$ cat config.mk
export PLATFORM = sky130hd
export DESIGN_NAME = yuv422_to_rgb_pixel_stream_unit_flat
export DESIGN_NICKNAME = d
export VERILOG_FILES = /design/src/design/yrgb_pkg.sv /design/src/design/yrgb_pair_if.sv /design/src/design/yrgb_pixel_if.sv /design/src/design/yrgb_pair_reg.sv /design/src/design/yrgb_color_math.sv /design/src/design/yuv422_to_rgb_pixel_stream_unit.sv /design/src/flat_wrapper.sv
export VERILOG_INCLUDE_DIRS = /design/src /design/src/design
export SDC_FILE = /design/constraint.sdc
export NUM_CORES = 1
export LEC_CHECK = 0
export ABC_AREA = 1
export BUFFER_PORTS_ARGS = -buffer_cell sky130_fd_sc_hd__clkbuf_2
export CAP_MARGIN = 10
export CORE_UTILIZATION = 43
export DETAILED_ROUTE_END_ITERATION = 12
export GPL_TIMING_DRIVEN = 0
export PLACE_DENSITY = 0.68
export SLEW_MARGIN = 5
export SYNTH_ARGS = -nofsm -noshare
export SYNTH_HDL_FRONTEND = slang
export SYNTH_SLANG_ARGS = --single-unit
$ cat constraint.sdc
create_clock -name clk -period 17.6 [get_ports clk]
set_input_delay 1.76 -clock clk [delete_from_list [all_inputs] [get_ports clk]]
set_output_delay 1.76 -clock clk [all_outputs]
set_load 0.02 [all_outputs]
$ cat src/design/assert_macros.svh
// assertion macros used by the top-level design file
`ifndef ASSERT_MACROS_SVH
`define ASSERT_MACROS_SVH

`ifndef ASSERT_OFF

// property must hold at every rising clock edge outside reset
`define ASSERT_AT(name, clk, rst_n, prop, msg) \
	name: assert property (@(posedge clk) disable iff (!rst_n) prop) \
		else $error(msg);

// condition must never be true outside reset
`define ASSERT_NEVER(name, clk, rst_n, cond, msg) \
	name: assert property (@(posedge clk) disable iff (!rst_n) !(cond)) \
		else $error(msg);

`else

`define ASSERT_AT(name, clk, rst_n, prop, msg)
`define ASSERT_NEVER(name, clk, rst_n, cond, msg)

`endif

`endif

$ cat src/design/yrgb_pkg.sv
package yrgb_pkg;

	// fixed point format of the color sums
	localparam int FRAC_BITS = 14;
	localparam int ACC_W     = 24;
	localparam int WHOLE_W   = ACC_W - FRAC_BITS;

	// Q2.14 coefficients
	localparam logic signed [ACC_W-1:0] COEF_R_CR = ACC_W'(22970);
	localparam logic signed [ACC_W-1:0] COEF_G_CB = ACC_W'(5636);
	localparam logic signed [ACC_W-1:0] COEF_G_CR = ACC_W'(11698);
	localparam logic signed [ACC_W-1:0] COEF_B_CB = ACC_W'(29032);

	// bias of two whole units added to red and blue
	localparam logic signed [ACC_W-1:0] RB_BIAS_Q = ACC_W'(2 << FRAC_BITS);

	// neutral chroma
	localparam logic [7:0]        CHROMA_OFFSET   = 8'd128;
	localparam logic signed [8:0] CHROMA_OFFSET_S = 9'sd128;

	// one pixel request from the pair register to the color math
	typedef struct packed {
		logic [7:0]        luma;
		logic signed [8:0] cb;
		logic signed [8:0] cr;
		logic              second;
	} pix_req_t;

	// pair register status toward the top level
	typedef struct packed {
		logic valid;
		logic odd;
	} pair_status_t;

	// one finished rgb pixel
	typedef struct packed {
		logic [7:0] red;
		logic [7:0] green;
		logic [7:0] blue;
		logic       second;
	} pix_rgb_t;

endpackage

$ cat src/design/yrgb_pair_if.sv
interface yrgb_pair_if;
	logic       valid;
	logic       ready;
	logic [7:0] luma_even;
	logic [7:0] chroma_blue;
	logic [7:0] luma_odd;
	logic [7:0] chroma_red;
	logic       row_start;

	modport source (
		output valid, luma_even, chroma_blue, luma_odd, chroma_red, row_start,
		input  ready
	);

	modport sink (
		input  valid, luma_even, chroma_blue, luma_odd, chroma_red, row_start,
		output ready
	);
endinterface

$ cat src/design/yrgb_pixel_if.sv
interface yrgb_pixel_if;
	logic       valid;
	logic       ready;
	logic [7:0] red;
	logic [7:0] green;
	logic [7:0] blue;
	logic       second_of_pair;

	modport source (
		output valid, red, green, blue, second_of_pair,
		input  ready
	);

	modport sink (
		input  valid, red, green, blue, second_of_pair,
		output ready
	);
endinterface

$ cat src/design/yrgb_pair_reg.sv
module yrgb_pair_reg (
	input  logic                  clk,
	input  logic                  arst_n,
	yrgb_pair_if.sink             pairs,
	input  logic                  advance,
	output yrgb_pkg::pair_status_t status,
	output yrgb_pkg::pix_req_t     req
);

	logic              full_q;
	logic              odd_q;
	logic [7:0]        held_cr_q;
	logic [7:0]        luma_even_s1;
	logic [7:0]        luma_odd_s1;
	logic signed [8:0] cb_s1;
	logic signed [8:0] cr_even_s1;
	logic signed [8:0] cr_odd_s1;
	logic              take;
	logic [7:0]        cr_even_raw;

	// free slot, or the odd pixel leaves in this cycle
	assign pairs.ready = !full_q || (odd_q && advance);
	assign take        = pairs.valid && pairs.ready;

	// even pixel takes the held cr unless a row begins here
	assign cr_even_raw = pairs.row_start ? pairs.chroma_red : held_cr_q;

	// control state and held chroma
	always_ff @(posedge clk or negedge arst_n) begin
		if (!arst_n) begin
			full_q    <= 1'b0;
			odd_q     <= 1'b0;
			held_cr_q <= yrgb_pkg::CHROMA_OFFSET;
		end else begin
			if (take) begin
				full_q    <= 1'b1;
				odd_q     <= 1'b0;
				held_cr_q <= pairs.chroma_red;
			end else if (advance) begin
				if (odd_q) begin
					full_q <= 1'b0;
				end
				odd_q <= !odd_q;
			end
		end
	end

	// pair payload, chroma made signed on the way in
	always_ff @(posedge clk) begin
		if (take) begin
			luma_even_s1 <= pairs.luma_even;
			luma_odd_s1  <= pairs.luma_odd;
			cb_s1        <= signed'({1'b0, pairs.chroma_blue}) - yrgb_pkg::CHROMA_OFFSET_S;
			cr_even_s1   <= signed'({1'b0, cr_even_raw}) - yrgb_pkg::CHROMA_OFFSET_S;
			cr_odd_s1    <= signed'({1'b0, pairs.chroma_red}) - yrgb_pkg::CHROMA_OFFSET_S;
		end
	end

	// pick the pending pixel of the pair
	always_comb begin
		req.luma   = odd_q ? luma_odd_s1 : luma_even_s1;
		req.cb     = cb_s1;
		req.cr     = odd_q ? cr_odd_s1 : cr_even_s1;
		req.second = odd_q;
	end

	assign status.valid = full_q;
	assign status.odd   = odd_q;

endmodule

$ cat src/design/yrgb_color_math.sv
module yrgb_color_math (
	input  yrgb_pkg::pix_req_t req,
	output yrgb_pkg::pix_rgb_t rgb
);

	logic signed [yrgb_pkg::ACC_W-1:0] ys;
	logic signed [yrgb_pkg::ACC_W-1:0] cb_x;
	logic signed [yrgb_pkg::ACC_W-1:0] cr_x;
	logic signed [yrgb_pkg::ACC_W-1:0] r_acc;
	logic signed [yrgb_pkg::ACC_W-1:0] g_acc;
	logic signed [yrgb_pkg::ACC_W-1:0] b_acc;

	// floor to whole units and clamp to 0..255
	function automatic logic [7:0] sat_floor(input logic signed [yrgb_pkg::ACC_W-1:0] acc);
		logic [yrgb_pkg::WHOLE_W-1:0] whole;
		logic [7:0]                   res;
		whole = acc[yrgb_pkg::ACC_W-1:yrgb_pkg::FRAC_BITS];
		if (whole[yrgb_pkg::WHOLE_W-1]) begin
			res = 8'd0;
		end else if (whole[yrgb_pkg::WHOLE_W-2:8] != '0) begin
			res = 8'd255;
		end else begin
			res = whole[7:0];
		end
		return res;
	endfunction

	// luma scaled up, chroma sign extended
	assign ys   = signed'({2'b00, req.luma, {yrgb_pkg::FRAC_BITS{1'b0}}});
	assign cb_x = yrgb_pkg::ACC_W'(req.cb);
	assign cr_x = yrgb_pkg::ACC_W'(req.cr);

	// color sums
	assign r_acc = ys + cr_x * yrgb_pkg::COEF_R_CR + yrgb_pkg::RB_BIAS_Q;
	assign g_acc = ys - cb_x * yrgb_pkg::COEF_G_CB - cr_x * yrgb_pkg::COEF_G_CR;
	assign b_acc = ys + cb_x * yrgb_pkg::COEF_B_CB + yrgb_pkg::RB_BIAS_Q;

	assign rgb.red    = sat_floor(r_acc);
	assign rgb.green  = sat_floor(g_acc);
	assign rgb.blue   = sat_floor(b_acc);
	assign rgb.second = req.second;

endmodule

$ cat src/design/yuv422_to_rgb_pixel_stream_unit.sv
// YUV 4:2:2 to RGB converter, BT.601 style coefficients.
// pairs: one request carries a pixel pair (even luma, Cb, odd luma, Cr,
//   row start flag). pixels: two requests come out for each pair, the even
//   pixel first (second_of_pair low), then the odd one (second_of_pair high).
// The even pixel uses the Cr of the previous pair unless row_start is set.
// Path: an accepted pair is held in the pair register; its even pixel, then
//   its odd pixel, is registered in the output register when that is free.
// Throughput: one pixel per cycle while pairs arrive and ready stays high,
//   through a single output register. A new pair is accepted in the same
//   cycle the odd pixel of the previous pair moves to the output register.
// Reset clears both registers to empty and sets the held Cr to 128.
// When the receiver holds ready low the output pixel stays put, the pair
//   register holds its pending pixel, and pairs.ready drops once that
//   register is full.
`include "assert_macros.svh"

module yuv422_to_rgb_pixel_stream_unit (
	input  logic         clk,
	input  logic         arst_n,
	yrgb_pair_if.sink    pairs,
	yrgb_pixel_if.source pixels
);

	yrgb_pkg::pair_status_t status;
	yrgb_pkg::pix_req_t     req;
	yrgb_pkg::pix_rgb_t     rgb;
	yrgb_pkg::pix_rgb_t     out_s2;
	logic                   out_valid_q;
	logic                   advance;

	// pixel moves on when the output register is free or emptying
	assign advance = status.valid && (!out_valid_q || pixels.ready);

	yrgb_pair_reg u_pair_reg (
		.clk     (clk),
		.arst_n  (arst_n),
		.pairs   (pairs),
		.advance (advance),
		.status  (status),
		.req     (req)
	);

	yrgb_color_math u_color_math (
		.req (req),
		.rgb (rgb)
	);

	// output valid flag
	always_ff @(posedge clk or negedge arst_n) begin
		if (!arst_n) begin
			out_valid_q <= 1'b0;
		end else if (advance) begin
			out_valid_q <= 1'b1;
		end else if (pixels.ready) begin
			out_valid_q <= 1'b0;
		end
	end

	// output pixel
	always_ff @(posedge clk) begin
		if (advance) begin
			out_s2 <= rgb;
		end
	end

	assign pixels.valid          = out_valid_q;
	assign pixels.red            = out_s2.red;
	assign pixels.green          = out_s2.green;
	assign pixels.blue           = out_s2.blue;
	assign pixels.second_of_pair = out_s2.second;

	// checks
	`ASSERT_AT(a_pair_starts_even, clk, arst_n, (pairs.valid && pairs.ready) |=> (status.valid && !status.odd), "accepted pair must start with its even pixel")
	`ASSERT_NEVER(a_no_take_while_even, clk, arst_n, status.valid && !status.odd && pairs.ready, "pair accepted while an even pixel is pending")
	`ASSERT_AT(a_order_kept, clk, arst_n, advance |=> (out_valid_q && (out_s2.second == $past(status.odd))), "output pixel order does not follow the pair register")

endmodule

$ cat src/flat_wrapper.sv
// flat-port wrapper written by rule: the top's interface ports become plain ports
module yuv422_to_rgb_pixel_stream_unit_flat 
  (clk, arst_n, pairs_valid, pairs_luma_even, pairs_chroma_blue, pairs_luma_odd, pairs_chroma_red, pairs_row_start, pairs_ready, pixels_valid, pixels_red, pixels_green, pixels_blue, pixels_second_of_pair, pixels_ready);
  yrgb_pair_if pairs_i ();
  yrgb_pixel_if pixels_i ();
  input  logic clk;
  input  logic arst_n;
  input wire logic [$bits(pairs_i.valid)-1:0] pairs_valid;
  input wire logic [$bits(pairs_i.luma_even)-1:0] pairs_luma_even;
  input wire logic [$bits(pairs_i.chroma_blue)-1:0] pairs_chroma_blue;
  input wire logic [$bits(pairs_i.luma_odd)-1:0] pairs_luma_odd;
  input wire logic [$bits(pairs_i.chroma_red)-1:0] pairs_chroma_red;
  input wire logic [$bits(pairs_i.row_start)-1:0] pairs_row_start;
  output wire logic [$bits(pairs_i.ready)-1:0] pairs_ready;
  output wire logic [$bits(pixels_i.valid)-1:0] pixels_valid;
  output wire logic [$bits(pixels_i.red)-1:0] pixels_red;
  output wire logic [$bits(pixels_i.green)-1:0] pixels_green;
  output wire logic [$bits(pixels_i.blue)-1:0] pixels_blue;
  output wire logic [$bits(pixels_i.second_of_pair)-1:0] pixels_second_of_pair;
  input wire logic [$bits(pixels_i.ready)-1:0] pixels_ready;
  assign pairs_i.valid = pairs_valid;
  assign pairs_i.luma_even = pairs_luma_even;
  assign pairs_i.chroma_blue = pairs_chroma_blue;
  assign pairs_i.luma_odd = pairs_luma_odd;
  assign pairs_i.chroma_red = pairs_chroma_red;
  assign pairs_i.row_start = pairs_row_start;
  assign pairs_ready = pairs_i.ready;
  assign pixels_valid = pixels_i.valid;
  assign pixels_red = pixels_i.red;
  assign pixels_green = pixels_i.green;
  assign pixels_blue = pixels_i.blue;
  assign pixels_second_of_pair = pixels_i.second_of_pair;
  assign pixels_i.ready = pixels_ready;
  yuv422_to_rgb_pixel_stream_unit u_core (.clk(clk), .arst_n(arst_n), .pairs(pairs_i), .pixels(pixels_i));
endmodule
# Yosys cells after proc, flatten, opt, wreduce, memory -nomap -nowiden
# Index checks and enable logic that the tools add are counted.
# W data, S select, Z words.
[word_totals] regBits=79 output_inout_bits=27 inputBits=37
[classes] multipliers=4 muxes=13 add_sub_neg=9 n_reduce_logical=12
[ops] op="$add A23 B24 Y24" n=2
[ops] op="$add A24 B17 Y24 const B" n=2
[ops] op="$mux W8" n=5
[ops] op="$sub A8 B8 Y9 const B" n=3
[ops] op="$sub A23 B23 Y24" n=1
[ops] op="$sub A24 B24 Y24" n=1
[ops] op="$mul A9 B14 Y23 const B" n=1
[ops] op="$mul A9 B15 Y23 const B" n=1
[ops] op="$mul A9 B12 Y21 const B" n=1
[ops] op="$mul A9 B13 Y21 const B" n=1
[ops] op="$mux W9" n=1
[ops] op="$mux W1" n=7
[ops] op="$reduce_bool A2 Y1" n=3
[ops] op="$logic_and A1 B1 Y1" n=3
[ops] op="$logic_not A1 Y1" n=3
[ops] op="$logic_or A1 B1 Y1" n=2
[ops] op="$reduce_and A2 Y1" n=1

# Logic depth before layout (Yosys ltp)
# Gate-level depths: netlist of the first run.
[depth] depth_word=8 ltp_mapped=38 ltp_nobuf=37

# Cells and area by module
# From an unflattened synthesis of the first run, not the netlist that was laid out.
[hier_totals] cells_unflattened=1556 area_unflattened_um2=12916.1
[modules_own_cells] mod="yrgb_color_math" cells_per_inst=1357 instances=1 area_each_um2=10129.7
[modules_own_cells] mod="yrgb_pair_reg" cells_per_inst=168 instances=1 area_each_um2=1986.9
[modules_own_cells] mod="yuv422_to_rgb_pixel_stream_unit" cells_per_inst=31 instances=1 area_each_um2=799.5

# Least setup slack after synthesis of the first run
# Ideal clock, no wire load.
[synth_path] path_kind="register -> register" start="register u_core.u_pair_reg.odd_q" end="register u_core.out_s2 (netlist bit u_core.pixels.green[7]), data pin" setup_time_ns=0.254 stages_incl_launch_ff=38 path_buffers=1 period_less_slack_ns=6.628 arrival_ns=6.374 path_slack_ns=10.972 cell_sequence="dfrtp_1 > inv_1 > clkbuf_1 > or2_2 > o21ai_1 > inv_1 > ha_1 > inv_1 > fa_1 > xor2_1 > fa_1 > inv_1 > fa_1 > ha_1 > a21oi_1 > nand2_1 > nand2_1 > nand2_1 > [2 not listed] > nand3_1 > nand2_1 > nand2_1 > nand2_1 > fa_1 > inv_1 > ha_1 > nand2_1 > inv_1 > nand2_1 > inv_2 > nand2_1 > nor3_1 > nand2_1 > nand3_1 > nand3_2 > nand2_4 > nor2_2"
[synth_between] elab_chain_cells=4
[synth_rtl] element="start: declaration" line_no="yrgb_pair_reg.sv:11" source="logic odd_q;"
[synth_rtl] element="start signal: assignment" line_no="yrgb_pair_reg.sv:43" source="odd_q <= !odd_q;"
[synth_rtl] element="$mux W9 / $mux W8 (equally long branches)" line_no="yrgb_pair_reg.sv:63, yrgb_pair_reg.sv:61"
[synth_rtl] element="$mul A9 B14 Y23 / $sub A23 B23 Y24 (equally long branches)" line_no="yrgb_color_math.sv:35" source="assign g_acc = ys - cb_x * yrgb_pkg::COEF_G_CB - cr_x * yrgb_pkg::COEF_G_CR;"
[synth_rtl] element="$sub A24 B24 Y24 (*)" line_no="yrgb_color_math.sv:35"
[synth_rtl] element="$mux W8" line_no="yrgb_color_math.sv:20" source="end else if (whole[yrgb_pkg::WHOLE_W-2:8] != '0) begin"
[synth_rtl] element="end signal: assignment" line_no="yuv422_to_rgb_pixel_stream_unit.sv:62" source="out_s2 <= rgb;"
[synth_rtl] element="end: declaration" line_no="yuv422_to_rgb_pixel_stream_unit.sv:27" source="yrgb_pkg::pix_rgb_t out_s2;"
# Mark *: on every way between the ends. The rest lies on a longest branch, timed or not.
# A chain may end at the register's enable or synchronous reset.

# Worst setup path after layout of the first run
[layout_path] start="register u_core.u_pair_reg.odd_q" end="register u_core.out_s2 (netlist bit u_core.pixels.green[6]), data pin"
# The elaborated chain is that of the path after synthesis.

==> flow_metrics.py, run 1 <==
metrics = {
    "outcome": {
        "outcome": "finished clean",
    },
    "clock_network": {
        "clock_latency_ns": 0.35,
        "path_clk_slew_ns": 0.07,
        "clock_path_buffers": 2,
        "htreeDepth": 3,
        "cts_resized": 0,
        "hold_buffers": 0,
        "cts_buffers": 9,
        "cts_tree": "done",
        "root_buffer": "clkbuf_16",
        "post-cts-setup-buffer-count": 0,
        "clock_sinks": 76,
    },
    "yosys": {
        "ys_seq_area_frac": 0.181,
        "synth_mux_area_frac": 0.000813,
        "synthAdderAreaFrac": 0.435,
        "synth_compound_area_frac": 0.0885,
        "synth_cell_types": 38,
        "async_flop_share": 0.145,
        "synth-edff-count": 65,
        "synth_top_family_by_area": "adder cells",
        "synthesis.area_um2": 12300,
        "yosysWarnings": 0,
        "syn-num-nets": 1881,
        "post_synth.cell_area_avg_um2": 8.35,
        "syn-instance-count": 1474,
        "synth_simple_gate_area_frac": 0.153,
        "synth-main-ff-cell": "edfxtp_1",
        "synth-seq-cells": 76,
        "synth_xor_area_frac": 0.0397,
    },
    "setup_path": {
        "endpoint_kind": "flop",
        "cp_max_fo": 10,
        "cp.required_ns": 17.70,
        "crit_arrival_ns": 8.09,
        "critPathLaunchType": "flop",
        "slowest_delay_ns": 0.56,
        "crit_top_cell": "nand2_1",
        "crit_type": "flop to flop",
        "rrSetupSlack_ns": 9.61,
        "cpMaxStageDelayCell": "fa_1",
    },
    "route": {
        "wl_per_cell_um": 14.4,
        "ant_nets": 0,
        "drtIter0Drc": 565,
        "drc": 0,
        "drtPass1Iterations": 5,
        "drt_wl_total_mm": 27.9,
        "vias": 9562,
        "vias_per_cell": 4.95,
    },
    "cells_and_area": {
        "nets": 1956,
        "fillers": 2747,
        "antenna_cells": 0,
        "seqCellArea_um2": 2230,
        "drive_gt1_frac": 0.0811,
        "multi_input_area_um2": 8830,
        "area_growth_pct": 9.34,
    },
    "sta": {
        "slew_violations": 0,
        "tns_ns": 0,
        "finalCritPeriodShare": 0.454,
        "fin_worst_skew_ns": 0.0120,
        "maxSlewHeadroom": 0.322,
        "setup_ws_ns": 9.61,
        "period_needed_ns": 7.99,
        "rsz0062_at_grt": "false",
        "fmax_ghz": 0.125,
        "finalHoldViolations": 0,
        "setup_viol": 0,
        "tightestPinTransition_ns": 0.988,
    },
    "floorplan": {
        "core_area_um2": 28000,
        "initial_core_util": 0.439,
        "dieHeight_um": 171,
        "die_width_um": 171,
        "die_area_um2": 29300,
        "num_io_pins": 64,
        "rows": 61,
    },
    "grt": {
        "grt_usage": 0.204,
        "grt_pass1_vias": 9512,
        "grt_pass1_wl_mm": 46.8,
        "grt_max_degree": 23,
        "grt-ovfl-total": 0,
        "antenna_found_initial": 0,
    },
    "flow_run": {
        "max_cap_viol_count": 0,
    },
    "placement": {
        "gp_congestion": 0.891,
        "dp_hpwl_mm": 24.4,
        "dp_slack_ns": 9.61,
        "io_buffers": 62,
    },
    "min_path": {
        "hold_class": "flop to flop",
    },
}
[metrics by stage]
| stage | utilization | std cells | instance area (µm²) | hold slack [ns] |
|---|---|---|---|---|
| 5_1_grt | 0.481 | 1932 | 13500 | 0.494 |
| 6_report | 0.481 | 1932 | 13500 | 0.479 |
| 2_1_floorplan | - | 1474 | 12300 | 0.434 |
| 3_5_place_dp | 0.469 | 1916 | 13100 | 0.468 |
| 4_1_cts | 0.481 | 1932 | 13500 | 0.480 |
| 3_3_place_gp | 0.467 | 1914 | 13100 | 0.452 |
[state kept, by name, indices dropped and copies added (netlist names), 8 cells and up]
name / flops
u_core.u_pair_reg.luma_odd_s1: 8
u_core.u_pair_reg.cr_odd_s1: 8
u_core.pixels.blue: 8
u_core.u_pair_reg.luma_even_s1: 8
u_core.u_pair_reg.cb_s1: 8
u_core.u_pair_reg.cr_even_s1: 8
u_core.pixels.green: 8
u_core.u_pair_reg.held_cr_q: 8
u_core.pixels.red: 8
[final cells by class]
cell class / count / share of cell area
Tap cell: 378 / 0.0351
Buffer: 6 / 0.00232
Inverter: 327 / 0.0912
Clock buffer: 10 / 0.0186
Clock inverter: 6 / 0.00474
Timing Repair Buffer: 64 / 0.0262
Multi-Input combinational cell: 1065 / 0.656
Sequential cell: 76 / 0.166
[cell usage in the layout, fill, tap and decap left out, types with 10 or more instances in the layout]
cell	Yosys	final
nand3_1	43	43
xnor2_1	24	24
inv_1	318	318
a21oi_1	105	105
dfrtp_1	10	10
fa_1	96	96
o21ai_1	16	16
nor2_1	90	88
nand4_1	15	15
clkbuf_2	0	62
xor2_1	30	30
o21bai_1	14	14
or2_2	16	16
nor3_1	11	11
clkbuf_16	0	10
o21ai_0	34	34
nand2_1	243	243
edfxtp_1	65	65
ha_1	274	274
[cell families after synthesis]
group           Yosys count
flops                    76
simple gates            442
buf+inv                 333
compound gates          197
mux                       1
fa+ha+maj               370
xor+xnor                 55
[cells in the mapped netlist (2+ instances only)]
cell,number,area (µm²)
nand3_2,2,20.0
nand3b_1,6,45.0
or2_2,16,100
o21a_1,5,37.5
nand4_1,15,93.8
a21oi_1,105,526
nor2_2,8,50.1
nand2_1,243,912
a211oi_1,3,22.5
nand3_1,43,215
ha_1,274,3430
inv_1,318,1190
xor2_1,30,263
clkbuf_1,4,15.0
o211ai_1,3,22.5
dfrtp_1,10,250
clkinv_1,2,7.51
nand2_2,5,31.3
nor3_1,11,55.1
inv_2,7,26.3
o21ai_1,16,80.1
edfxtp_1,65,1950
nor2_1,90,338
o21ai_0,34,170
o21bai_1,14,105
fa_1,96,1920
a31oi_1,8,50.1
xnor2_1,24,210
a21o_1,8,60.1
[per-layer routing]
layer  part of all wire  GRT usage  up-vias
met5                  0          0        -
met4              0.017     0.0427        0
met2               0.41      0.314      244
met1               0.51      0.300     4380
li1                   -          -     4908
met3              0.057     0.0308       30
[worst max-delay path: cells and delay by family (launching register included)]
kind,cells,cell delay [ns]
compound gates,6,1.40
flops,1,0.39
buf+inv,6,0.93
fa+ha+maj,7,3.28
simple gates,13,1.55
xor+xnor,1,0.22
[final timing paths]
path	start	endpoint	cells after the start
max reg2reg	u_core.u_pair_reg.odd_q$_DFFE_PN0P_	u_core.pixels.green[6]$_SDFFCE_PP0P_	33
min	u_core.u_pair_reg.held_cr_q[7]$_DFFE_PN1P_	u_core.u_pair_reg.held_cr_q[7]$_DFFE_PN1P_	2
min in group asynchronous	arst_n	u_core.u_pair_reg.held_cr_q[4]$_DFFE_PN0P_	1
min reg2reg	u_core.u_pair_reg.held_cr_q[7]$_DFFE_PN1P_	u_core.u_pair_reg.held_cr_q[7]$_DFFE_PN1P_	2
max	u_core.u_pair_reg.odd_q$_DFFE_PN0P_	u_core.pixels.green[6]$_SDFFCE_PP0P_	33
max in group asynchronous	arst_n	u_core.u_pair_reg.held_cr_q[7]$_DFFE_PN1P_	1
Power of run 1 is not shown: default switching activity piles up to over one toggle a cycle in this logic, so the estimate is an artifact.
==> run 2, diff against run 1 <==
--- a/config.mk
+++ b/config.mk
@@ -12,7 +12,7 @@
 export CORE_UTILIZATION = 43
 export DETAILED_ROUTE_END_ITERATION = 12
 export GPL_TIMING_DRIVEN = 0
-export PLACE_DENSITY = 0.68
+export PLACE_DENSITY = 0.71
 export SLEW_MARGIN = 5
 export SYNTH_ARGS = -nofsm -noshare
 export SYNTH_HDL_FRONTEND = slang
==> constraint.sdc (replaced) <==
create_clock -name clk -period 7.1 [get_ports clk]
set_input_delay 0.71 -clock clk [delete_from_list [all_inputs] [get_ports clk]]
set_output_delay 0.71 -clock clk [all_outputs]
set_load 0.02 [all_outputs]
==> run 2 against run 1 <==
Net effect: count of clock-buffer cells in the layout fell by 1; fmax increased by 16%; global-route usage shrank 0.45 points; critical path type unchanged; routed wire length rose by 0.37%; core utilization rose by 1.6 points; first-iteration DRC count up 14%; critical path depth rose by 1; sequential share of layout area shrank 0.54 points.
==> flow_metrics.py, run 2 (same netlist as run 1, synthesis figures left out) <==
metrics = {
    "sta": {
        "tightestPinTransition_ns": 0.891,
        "finalHoldViolations": 0,
        "finalCritPeriodShare": 0.972,
        "period_needed_ns": 6.90,
        "slew_violations": 0,
        "setup_ws_ns": 0.201,
        "setup_viol": 0,
        "holdWs_ns": 0.230,
        "fin_worst_skew_ns": 0.0150,
        "maxSlewHeadroom": 0.389,
        "fmax_ghz": 0.145,
    },
    "cells_and_area": {
        "antenna_cells": 0,
        "nets": 1974,
        "fillers": 2658,
        "final_common_cell": "inv_1",
        "area_growth_pct": 13.1,
        "drive_gt1_frac": 0.126,
        "fin_util": 0.497,
        "final_cell_mix": "inv_1, ha_1, nand2_1, a21oi_1, fa_1",
        "final_cell_area_um2": 13900,
    },
    "setup_path": {
        "slowest_delay_ns": 0.56,
        "cp_top_family": "adder cells",
        "crit_type": "flop to flop",
        "ff2ff_path_depth": 34,
        "critPathLaunchType": "flop",
        "endpoint_kind": "flop",
        "crit_arrival_ns": 7.00,
        "cp.required_ns": 7.20,
        "cpMaxStageDelayCell": "fa_1",
        "critPathBufInv": 9,
        "cp.depth": 34,
        "cp_max_fo": 10,
        "crit_top_cell": "inv_1",
    },
    "floorplan": {
        "rows": 61,
        "num_io_pins": 64,
        "initial_core_util": 0.439,
        "die_width_um": 171,
        "die_area_um2": 29300,
        "dieHeight_um": 171,
        "core_area_um2": 28000,
    },
    "grt": {
        "grt-ovfl-total": 0,
        "antenna_found_initial": 0,
        "grt_pass1_vias": 9309,
        "grt_pass1_wl_mm": 45.7,
        "grt_max_degree": 23,
        "grt_usage": 0.199,
    },
    "route": {
        "drtPass1Iterations": 5,
        "wl_per_cell_um": 14.4,
        "drc": 0,
        "vias": 9755,
        "vias_per_cell": 5.00,
        "ant_nets": 0,
        "drt_wl_total_mm": 28.0,
        "drtIter0Drc": 642,
    },
    "clock_network": {
        "path_clk_slew_ns": 0.07,
        "clock_latency_ns": 0.35,
        "htreeDepth": 3,
        "root_buffer": "clkbuf_16",
        "cts_tree": "done",
        "cts_buffers": 9,
        "clock_sinks": 76,
        "clock_path_buffers": 2,
    },
    "placement": {
        "io_buffers": 62,
        "gp_congestion": 0.912,
        "dp_slack_ns": -0.820,
        "dp_hpwl_mm": 23.8,
        "place_area_um2": 13100,
    },
    "flow_run": {
        "max_cap_viol_count": 0,
    },
    "outcome": {
        "outcome": "finished clean",
    },
    "min_path": {
        "hold_class": "primary input to async pin",
    },
}
run 2: final timing paths:
path | endpoint | startpoint | slack, ns
max | u_core.pixels.green[6]$_SDFFCE_PP0P_ | u_core.u_pair_reg.odd_q$_DFFE_PN0P_ | 0.20
min | u_core.u_pair_reg.held_cr_q[6]$_DFFE_PN0P_ | arst_n | 0.23
max reg2reg | u_core.pixels.green[6]$_SDFFCE_PP0P_ | u_core.u_pair_reg.odd_q$_DFFE_PN0P_ | 0.20
min reg2reg | u_core.u_pair_reg.held_cr_q[7]$_DFFE_PN1P_ | u_core.u_pair_reg.held_cr_q[7]$_DFFE_PN1P_ | 0.48
max in group asynchronous | u_core.u_pair_reg.held_cr_q[7]$_DFFE_PN1P_ | arst_n | 6.59
min in group clk | u_core.u_pair_reg.held_cr_q[7]$_DFFE_PN1P_ | u_core.u_pair_reg.held_cr_q[7]$_DFFE_PN1P_ | 0.48
run 2: repair_timing:
action / CTS / global route
resized for setup: 22 / 62
pin swaps: 1 / 19
buffers inserted: 1 / 17
setup endpoints to repair: 16 / 16
hold buffers: 0 / 0
run 2: through the flow:
step,setup TNS (ns),cells
finish,0,1950
global route,-1.43,1950
CTS,0,1933
detailed placement,-11.51,1916
global placement,-10.00,1914
floorplan,0,1474
run 2: area by class of cell:
cell class,count,area [µm²],area share
sequential,76,2230,0.160
clock inverter,7,68.8,0.00494
multi-input combinational,1065,9150,0.657
tap,378,473,0.0340
timing repair buffer,82,500,0.0360
clock buffer,9,225,0.0162
inverter,327,1230,0.0887
buffer,6,42.5,0.00306
run 2: routing by layer:
layer	routed length, µm	global-route usage	vias to the layer above	part of all wire
li1	-	-	4942	-
met1	14200	0.289	4526	0.51
met2	12000	0.312	262	0.43
met3	1410	0.0324	25	0.051
met4	332	0.0365	0	0.012
met5	0	0	-	0
Power of run 2 is left out for the same reason.
